File: src/rtl/ssq_cell.sv
// One cell of the sorted insertion chain: holds one sample.
// Takes its left neighbor's sample or the new one on insert; no dependencies.
module ssq_cell #(
  parameter int INDEX       = 0,
  parameter int CNT_W       = 11,
  parameter int SAMPLE_BITS = 16
) (
  input  logic                          clk,
  input  logic                          ins,
  input  logic signed [SAMPLE_BITS-1:0] sample,
  input  logic        [CNT_W-1:0]       count,
  input  logic signed [SAMPLE_BITS-1:0] left_data,
  input  logic                          left_gt,
  output logic signed [SAMPLE_BITS-1:0] data,
  output logic                          gt
);

  logic occ;
  logic at_end;

  assign occ    = count > CNT_W'(INDEX);
  assign at_end = count == CNT_W'(INDEX);
  assign gt     = occ && (data > sample);

  always_ff @(posedge clk) begin
    if (ins) begin
      if (left_gt) begin
        data <= left_data;
      end else if (gt || at_end) begin
        data <= sample;
      end
    end
  end

endmodule

File: config.mk
export PLATFORM = sky130hd
export DESIGN_NAME = ssq_cell
export DESIGN_NICKNAME = d
export VERILOG_FILES = /design/src/rtl/ssq_cell.sv
export SDC_FILE = /design/constraint.sdc
export NUM_CORES = 1
export LEC_CHECK = 0
export BUFFER_PORTS_ARGS = -buffer_cell sky130_fd_sc_hd__buf_2
export CORE_MARGIN = 2
export CORE_UTILIZATION = 43
export DETAILED_ROUTE_END_ITERATION = 10
export PLACE_DENSITY = 0.89
export RECOVER_POWER = 25
export SETUP_SLACK_MARGIN = 0.1
export SLEW_MARGIN = 20
export SYNTH_ARGS = -nofsm -noshare
export SYNTH_HDL_FRONTEND = slang
export SYNTH_SLANG_ARGS = --single-unit
File: constraint.sdc
create_clock -name clk -period 3.1 [get_ports clk]
set_input_delay 0.155 -clock clk [delete_from_list [all_inputs] [get_ports clk]]
set_output_delay 0.155 -clock clk [all_outputs]
set_load 0.1 [all_outputs]
Word level (Yosys, flattened, before mapping)
Index checks and enable logic that the tools add are counted. W data, S select, Z words.

Register bits after elaboration: 16. Logic and storage cells: 10. Output and inout port bits: 17.

Muxes and demuxes: 2. Reductions and logical operators: 5. Magnitude comparators: 2.

Operators by type and width (count): $mux W16 (2); $gt A16 B16 Y1 (1); $gt A11 B1 Y1 const B (1); $logic_not A11 Y1 (1); $reduce_and A2 Y1 (1); $reduce_bool A2 Y1 (1); $logic_and A1 B1 Y1 (1); $logic_or A1 B1 Y1 (1).

Depth between registers and ports, before layout
Gate-level depths: netlist of run 1.

Word-level depth: 5. Mapped depth: 7. Depth with buffers taken out: 7.

Least setup slack after synthesis of run 1
Ideal clock, no wire load.

Kind: register -> output. From: reg data[14]. To: out gt. Arrival: 4.895 ns. Path slack: -1.950 ns. Data required time: 2.945 ns. Path buffers: 0. Cell stages (with the launch flop): 7. Path through: edfxtp_1 > ha_1 > nand4_1 > or2_4 > a211oi_2 > nor4_1 > nor4_1.

Cells in the longest elaborated chain, start to end: 2.

Ends and longest elaborated chain: from (decl) (RTL line 14) `output logic signed [SAMPLE_BITS-1:0] data,`; from (signal assigned) (RTL line 28) `data <= left_data;`; from (signal assigned) (RTL line 30) `data <= sample;`; $gt A16 B16 Y1 (RTL line 23) `assign gt = occ && (data > sample);`; $logic_and A1 B1 Y1 (RTL line 23); to (decl) (RTL line 15) `output logic gt`.

No other way between the ends.

Worst setup path after layout of run 1
From: reg data[15]. To: out gt.

Same word-level chain as after synthesis.

==> results of run 1 <==
## synthesized netlist by cell type, types with 3 or more instances
library cell and instances:
inv_1 18, nand2_1 18, edfxtp_1 16, ha_1 16, o21ai_0 16, nor4_1 5
a21oi_1 4, nand4_1 4, clkbuf_1 3
## cell type report
cell class	instances	area share, %
multi-input cells	78	39.13
flip-flops and latches	16	31.63
repair buffers	63	20.84
inverters	18	4.448
well taps	30	2.471
clock buffers	3	1.483
## per-stage QoR
stage	hold WS [ns]	utilization [%]
after floorplan	0.3421	-
after global placement	0.4298	61.01
after detailed placement	0.4359	61.01
after CTS	0.1389	61.93
after global routing	0.1458	61.88
final	0.1508	61.88
## routing by layer
metal / wire length [um] / track usage [%]
met1: 995 / 22.89
met2: 1407 / 37.10
met3: 169 / 3.005
met4: 45 / 9.583
met5: 0 / 0
## critical path, cell delays in order, from the launching register on
cell	delay, ns
edfxtp_1	0.40
ha_1	0.34
nand4_1	0.15
or2_4	0.30
a211oi_2	0.20
nor4_2	0.12
nor4_4	0.26
buf_2	0.47
## cell families after synthesis
group,synth area share [%]
AO/OA/AOI/OAI,15.69
buffers and inverters,7.110
adder cells (fa/ha/maj),18.06
flip-flops,43.34
AND/OR/NAND/NOR,14.78
multiplexers,1.016
## power breakdown
| group | internal [mW] | switching [mW] | total [mW] | leakage, nW |
|---|---|---|---|---|
| sequential | 0.271 | 0.0134 | 0.284 | 0.159 |
| clock | 0.0451 | 0.0596 | 0.105 | 0.0138 |
| combinational | 0.0878 | 0.275 | 0.362 | 0.584 |
## final timing paths
check                                   from  endpoint  slack [ns]  depth (start not counted)
worst min register to register      data[15]   data[6]        1.18                          4
worst max register to register      data[15]   data[8]        0.54                          7
worst min-delay path            left_data[0]   data[0]        0.15                          2
worst max-delay path                data[15]        gt        0.43                          7
## placed cells by master, fill, tap and decap left out, types with 3 or more instances in the layout
cell	netlist	final
inv_1	18	18
nand2_1	18	18
nand4_1	4	4
ha_1	16	15
buf_2	0	61
a21oi_1	4	4
o21ai_0	16	16
edfxtp_1	16	16
clkbuf_4	0	3
nor4_1	5	3
==> results by group, run 1 <==
Clock network
  • Post-CTS Setup Bufs: 0
  • CTS clk-pin slew, worst paths: 0.09 ns
  • Clk buf depth: 2
  • CTS Hold Bufs: 0
  • Inserted Clock Buffers: 3
  • Clock Tree Root: clkbuf_4
  • Clock Latency Late Sink: 0.28 ns
  • PostCTS Resize Cnt: 0
  • H-tree depth: 1
  • Clk sinks: 16
  • TritonCTS clock tree: yes

Yosys
  • Leading post-synthesis cells by cell area: edfxtp_1 (43%), ha_1 (18%), o21ai_0 (7.2%)
  • Post-Syn Area: 1109 sq um
  • Cell variety after synth: 24
  • Net Count, Synth: 177
  • Post-Syn Instances: 115
  • Syn avg cell area: 9.640 sq um
  • Post-synth EDFFs: 16
  • Yosys warnings: 0
  • Share of async-settable or async-resettable flops after synthesis: 0%
  • Register area share after synthesis: 43.34%
  • Synth top area share: 43.34%
  • Synth area leader: edfxtp_1
  • #FFs+latches synth: 16
  • Ys flop type: edfxtp_1

Setup path
  • CP Max Fanout: 3
  • Startpoint types: flop
  • Worst setup path class: reg -> out
  • Worst EP required: 2.94 ns
  • Setup crit end kind: output port
  • Arr. time, crit path: 2.52 ns

Power and ir drop
  • Total Power: 0.7512 mW
  • Leak Pwr: 0.7572 nW
  • Peak supply drop: 486.4 uV
  • Pwr Density: 494.6 nW/um^2

Placement
  • Final RePlAce weighted congestion: 0.6853
  • Hpwl dp: 2235 um
  • Cell Area, Placed: 1498 sq um
  • Setup WS pre-CTS: 0.5381 ns
  • IO buf count: 62
  • Dpl cells: 205

Global route
  • Pin count of the biggest net entering global routing: 33
  • Vias in the first global route: 1,028
  • First-pass GRT wire length: 4278 um
  • Initial antenna violation count: 0
  • GRT Util Overall: 20.36%
  • Gr ovfl total: 0

Layout
  • Fin cells: 208
  • Diode count: 0
  • Area Overhead vs Synth: 37.02%
  • Top reg by flops: data
  • Reg area: 480.5 sq um
  • # fillers: 213
  • Area occupied by multi-input gates: 594.3 sq um
  • Largest regs: data x16
  • Nets: 242
  • Share of cells above drive strength 1: 40.45%
  • Max reg flops: 16
  • Fin area: 1519 sq um

Floorplanning
  • Die Width: 54.78 um
  • Die height: 54.78 um
  • DIE AREA: 3000 sq um
  • Num rows: 18
  • Initial core utilization: 45.16%
  • Core ar.: 2455 sq um
  • Total I/O pin count: 63

STA
  • Period minus WS final: 2.672 ns
  • RSZ-0062 raised after global routing: no
  • Clk_skew: 0.006690 ns
  • Setup TNS: 0 ns
  • Fin crit share: 86.20%
  • Slew @ Worst Pin: 1.125 ns
  • Slew headroom: 25.01%
  • Max Slew Vio Count: 0
  • Finish-stage setup viols: 0
  • Final hold vios: 0
  • Fmax: 374.2 MHz
  • Post-route setup slack: 0.4279 ns

Route
  • Drt drc: 0
  • 1st-pass router iterations: 4
  • Antenna-violating nets left: 0
  • WL/cell: 12.59 um
  • Routed WL: 2618 um
  • Initial drt markers: 12
  • Vias: 1,062
  • Vias per inst: 5.106

Min path
  • Type of the most critical hold path: in -> reg

Run
  • Max Cap Viol: 0

Status
  • Outcome: completed
Note: power is estimated with default switching activity, not from simulation.
==> run 2: changes to the inputs <==
--- a/config.mk
+++ b/config.mk
@@ -9,10 +9,11 @@
 export CORE_MARGIN = 2
 export CORE_UTILIZATION = 43
 export DETAILED_ROUTE_END_ITERATION = 10
+export MAX_ROUTING_LAYER = met4
 export PLACE_DENSITY = 0.89
 export RECOVER_POWER = 25
 export SETUP_SLACK_MARGIN = 0.1
-export SLEW_MARGIN = 20
+export SLEW_MARGIN = 40
 export SYNTH_ARGS = -nofsm -noshare
 export SYNTH_HDL_FRONTEND = slang
 export SYNTH_SLANG_ARGS = --single-unit
==> run 2 against run 1 <==
Total power hardly changed. Non-clock buffer count stayed put. First-iteration DRC count is 8.3% higher. Clock power hardly changed. Largest cell class unchanged. Highest routed layer unchanged.
==> results by group, run 2 (synthesized netlist as in run 1, its figures left out) <==
Status
  • Outcome: completed

Global route
  • GRT Util Overall: 20.93%
  • Initial antenna violation count: 0
  • Gr ovfl total: 0
  • First-pass GRT wire length: 4278 um
  • Pin count of the biggest net entering global routing: 33
  • Vias in the first global route: 1,027

Setup path
  • Arr. time, crit path: 2.52 ns
  • CP Max Fanout: 3
  • Reg2Reg Launch Point: data[15]
  • R2r setup slk: 0.54 ns
  • Startpoint types: flop
  • RR Endpoint: data[8]
  • Crit path capture: gt
  • Worst EP required: 2.94 ns
  • R2r worst-path depth: 7
  • Worst setup path class: reg -> out
  • CP Launch Point: data[15]
  • Setup crit end kind: output port

STA
  • Finish-stage setup viols: 0
  • Max Slew Vio Count: 0
  • Clk_skew: 0.005908 ns
  • Fmax: 374.0 MHz
  • Slew @ Worst Pin: 1.126 ns
  • Slew headroom: 24.91%
  • Fin crit share: 86.24%
  • Period minus WS final: 2.674 ns
  • Final hold vios: 0
  • RSZ-0062 raised after global routing: no
  • Post-route setup slack: 0.4265 ns
  • Minimum hold slack: 0.1500 ns

Clock network
  • CTS clk-pin slew, worst paths: 0.09 ns
  • Clk sinks: 16
  • Clk buf depth: 2
  • PostCTS Resize Cnt: 0
  • Post-CTS Setup Bufs: 0
  • TritonCTS clock tree: yes
  • Inserted Clock Buffers: 3
  • CTS Hold Bufs: 0
  • Clock Latency Late Sink: 0.28 ns
  • Clock Tree Root: clkbuf_4
  • H-tree depth: 1

Layout
  • Area Overhead vs Synth: 37.02%
  • Share of cells above drive strength 1: 40.45%
  • Diode count: 0
  • Commonest non-fill, non-tap cell in the layout: buf_2
  • Max reg flops: 16
  • Top reg by flops: data
  • Most frequent cells in the layout: buf_2 (61), inv_1 (18), nand2_1 (18)
  • Nets: 242
  • Largest regs: data x16

Floorplanning
  • Die height: 54.78 um
  • Initial core utilization: 45.16%
  • Num rows: 18
  • Core ar.: 2455 sq um
  • Die Width: 54.78 um
  • DIE AREA: 3000 sq um
  • Total I/O pin count: 63

Power and ir drop
  • Sw frac: 46.32%
  • Internal power: 0.4036 mW
  • Peak supply drop: 488.4 uV
  • P_sw: 0.3483 mW
  • Leak Pwr: 0.7572 nW
  • Pwr Density: 495.0 nW/um^2
  • Combinational group share of total power: 48.2%
  • Clock power frac: 14.0%
  • Sequential share of power: 37.8%

Run
  • Max Cap Viol: 0

Route
  • Drt drc: 0
  • Routed WL: 2622 um
  • Antenna-violating nets left: 0
  • 1st-pass router iterations: 4
  • Vias: 1,065
  • Vias per inst: 5.120
  • WL/cell: 12.61 um
  • Initial drt markers: 13

Placement
  • Hpwl dp: 2235 um
  • Setup WS pre-CTS: 0.5381 ns
  • IO buf count: 62
  • Final RePlAce weighted congestion: 0.6924

Min path
  • Type of the most critical hold path: in -> reg
run 2: cell type report:
type | instances | area, sq um
Fill cell | 213 | 935.9
Inverter | 18 | 67.56
Timing Repair Buffer | 63 | 316.6
Sequential cell | 16 | 480.5
Tap cell | 30 | 37.54
Multi-Input combinational cell | 78 | 594.3
Clock buffer | 3 | 22.52
run 2: metrics by stage:
step | util [%] | std cells | area [sq um] | TNS (ns) | power, mW
6_report | 61.88 | 208 | 1519 | 0 | 0.7519
5_1_grt | 61.88 | 208 | 1519 | 0 | 0.7913
4_1_cts | 61.93 | 208 | 1520 | 0 | 0.7589
3_5_place_dp | 61.01 | 205 | 1498 | 0 | 0.6532
3_3_place_gp | 61.01 | 205 | 1498 | 0 | 0.6438
2_1_floorplan | - | 115 | 1154 | -0.1035 | 0.5727
run 2: worst min path at each step:
| stage | from | endpoint | slack (ns) | cells past startpoint |
|---|---|---|---|---|
| floorplan | left_data[14] | data[14] | 0.34 | 2 |
| global placement | left_data[12] | data[12] | 0.43 | 3 |
| detailed placement | left_data[14] | data[14] | 0.44 | 3 |
| CTS | left_data[14] | data[14] | 0.14 | 3 |
| global route | left_data[0] | data[0] | 0.15 | 2 |
| finish | left_data[0] | data[0] | 0.15 | 2 |
run 2: routing by layer:
layer,GRT usage (%),vias up,wire [um]
li1,-,539,-
met1,23.06,488,1005
met2,37.10,34,1411
met3,2.732,4,159
met4,9.583,0,46
met5,-,-,0
run 2: worst max-delay path, stage by stage (launching register included):
cell and delay [ns]:
edfxtp_1 0.40, ha_1 0.34, nand4_1 0.15, or2_4 0.30, a211oi_2 0.20, nor4_2 0.12, nor4_4 0.26, buf_2 0.47
run 2: power by group through the flow:
stage | combinational [mW] | clock (mW) | sequential, mW
global placement | 0.357 | 0 | 0.287
global route | 0.386 | 0.118 | 0.287
finish | 0.362 | 0.105 | 0.284
detailed placement | 0.364 | 0 | 0.289
floorplan | 0.115 | 0 | 0.458
CTS | 0.365 | 0.109 | 0.285
==> run 3: changes to the inputs <==
--- a/config.mk
+++ b/config.mk
@@ -5,13 +5,14 @@
 export SDC_FILE = /design/constraint.sdc
 export NUM_CORES = 1
 export LEC_CHECK = 0
-export BUFFER_PORTS_ARGS = -buffer_cell sky130_fd_sc_hd__buf_2
 export CORE_MARGIN = 2
-export CORE_UTILIZATION = 43
+export CORE_UTILIZATION = 61
 export DETAILED_ROUTE_END_ITERATION = 10
+export DONT_BUFFER_PORTS = 1
 export MAX_ROUTING_LAYER = met4
-export PLACE_DENSITY = 0.89
+export PLACE_DENSITY = 0.88
 export RECOVER_POWER = 25
+export REMOVE_ABC_BUFFERS = 1
 export SETUP_SLACK_MARGIN = 0.1
 export SLEW_MARGIN = 40
 export SYNTH_ARGS = -nofsm -noshare
==> run 3 against run 2 <==
Die area is 28% lower. Register-to-register slack better by 0.08 ns. First-iteration DRC count is 38% higher. Routed wire length is 4.5% lower. Total power hardly changed. Global-route usage is 4.3 points higher. Sequential share of layout area is 4.4 points higher. Maximum frequency is 1.2% higher. Final cell count is 23% lower. Core utilization is 15 points higher. Critical path type unchanged. Critical endpoint unchanged. Largest cell class unchanged.
==> results by group, run 3 (synthesized netlist as in run 1, its figures left out) <==
Setup path
  • Worst setup path class: reg -> out
  • RR Endpoint: data[8]
  • Worst EP required: 2.94 ns
  • R2r worst-path depth: 7
  • Startpoint types: flop
  • CP Max Fanout: 3
  • Setup crit end kind: output port
  • Arr. time, crit path: 2.49 ns
  • CP Launch Point: data[15]
  • R2r setup slk: 0.62 ns
  • Reg2Reg Launch Point: data[15]

Placement
  • Dpl cells: 156
  • Final RePlAce weighted congestion: 0.7005
  • IO buf count: 0
  • Setup WS pre-CTS: 0.6599 ns
  • Hpwl dp: 2071 um
  • Cell Area, Placed: 1306 sq um

Power and ir drop
  • Clock power frac: 15.0%
  • Leak Pwr: 0.6068 nW
  • Combinational group share of total power: 47.1%
  • Peak supply drop: 392.2 uV
  • Pwr Density: 563.9 nW/um^2
  • Sw frac: 45.73%
  • Internal power: 0.4078 mW
  • P_sw: 0.3437 mW
  • Sequential share of power: 37.9%
  • Total Power: 0.7515 mW

Clock network
  • CTS Hold Bufs: 0
  • Post-CTS Setup Bufs: 0
  • Clock Latency Late Sink: 0.29 ns
  • H-tree depth: 1
  • Clk sinks: 16
  • PostCTS Resize Cnt: 0
  • Inserted Clock Buffers: 3
  • CTS clk-pin slew, worst paths: 0.09 ns
  • Clock Tree Root: clkbuf_4
  • Clk buf depth: 2
  • TritonCTS clock tree: yes

Global route
  • Gr ovfl total: 0
  • Initial antenna violation count: 0
  • Vias in the first global route: 867
  • GRT Util Overall: 25.23%
  • Pin count of the biggest net entering global routing: 33
  • First-pass GRT wire length: 3629 um

STA
  • Setup TNS: 0 ns
  • Slew @ Worst Pin: 0.6832 ns
  • Finish-stage setup viols: 0
  • Slew headroom: 54.03%
  • Fmax: 378.6 MHz
  • Clk_skew: 0.001328 ns
  • Fin crit share: 85.21%
  • Period minus WS final: 2.642 ns
  • RSZ-0062 raised after global routing: no
  • Final hold vios: 0
  • Post-route setup slack: 0.4584 ns
  • Max Slew Vio Count: 0
  • Minimum hold slack: 0.05639 ns

Route
  • Drt drc: 0
  • Vias per inst: 5.800
  • Vias: 928
  • 1st-pass router iterations: 4
  • Initial drt markers: 18
  • Antenna-violating nets left: 0
  • WL/cell: 15.65 um
  • Routed WL: 2504 um

Layout
  • Share of cells above drive strength 1: 20.00%
  • Top reg by flops: data
  • Largest regs: data x16
  • Fin cells: 160
  • Area Overhead vs Synth: 20.20%
  • Final core area utilization: 77.17%
  • Max reg flops: 16
  • Diode count: 0
  • Most frequent cells in the layout: inv_1 (18), nand2_1 (18), buf_4 (18)
  • Nets: 198
  • Fin area: 1333 sq um

Floorplanning
  • Die height: 46.63 um
  • Total I/O pin count: 63
  • Num rows: 15
  • Initial core utilization: 64.20%
  • Die Width: 46.63 um
  • Core ar.: 1727 sq um
  • DIE AREA: 2174 sq um

Min path
  • Worst hold path depth: 2
  • Worst Hold End: data[15]
  • Hold Startpoint: left_gt
  • Type of the most critical hold path: in -> reg

Run
  • Max Cap Viol: 0

Status
  • Outcome: completed
## run 3: cell count changes in the layout (fill, tap and decap cells not counted), sizes merged
| cell | before | now |
|---|---|---|
| buf | 62 | 18 |
| clkinv | 0 | 1 |
## run 3: metal layers
metal | wire length (um) | share of wire, % | global-route usage [%]
met5 | 0 | 0 | -
met4 | 76 | 3.0 | 14.44
met3 | 143 | 5.7 | 3.137
met2 | 1261 | 50 | 38.33
met1 | 1022 | 41 | 32.27
## run 3: how the worst max path moves through the flow
stage,end,depth (start not counted)
5_1_grt,gt,7
3_5_place_dp,data[2],7
3_3_place_gp,data[11],7
6_report,gt,7
4_1_cts,gt,7
2_1_floorplan,gt,6
## run 3: area by class of cell
| cell class | count | area, sq um |
|---|---|---|
| flip-flops and latches | 16 | 480.5 |
| fillers | 131 | 394.1 |
| repair buffers | 19 | 160.2 |
| clock buffers | 3 | 22.52 |
| well taps | 25 | 31.28 |
| inverters | 18 | 67.56 |
| clock inverters | 1 | 3.754 |
| multi-input cells | 78 | 566.8 |
## run 3: critical path, cell delays in order (launching register included)
cell       delay, ns
edfxtp_1        0.41
ha_1            0.34
nand4_1         0.13
or2_4           0.28
a211oi_2        0.24
nor4_1          0.14
nor4_2          0.38
clkbuf_16       0.27
## run 3: power groups by stage
| stage | logic, mW | clock network [mW] | registers [mW] |
|---|---|---|---|
| final | 0.354 | 0.113 | 0.285 |
| after floorplan | 0.0999 | 0 | 0.457 |
| after detailed placement | 0.353 | 0 | 0.290 |
| after global routing | 0.372 | 0.123 | 0.287 |
| after global placement | 0.346 | 0 | 0.287 |
| after CTS | 0.354 | 0.115 | 0.285 |
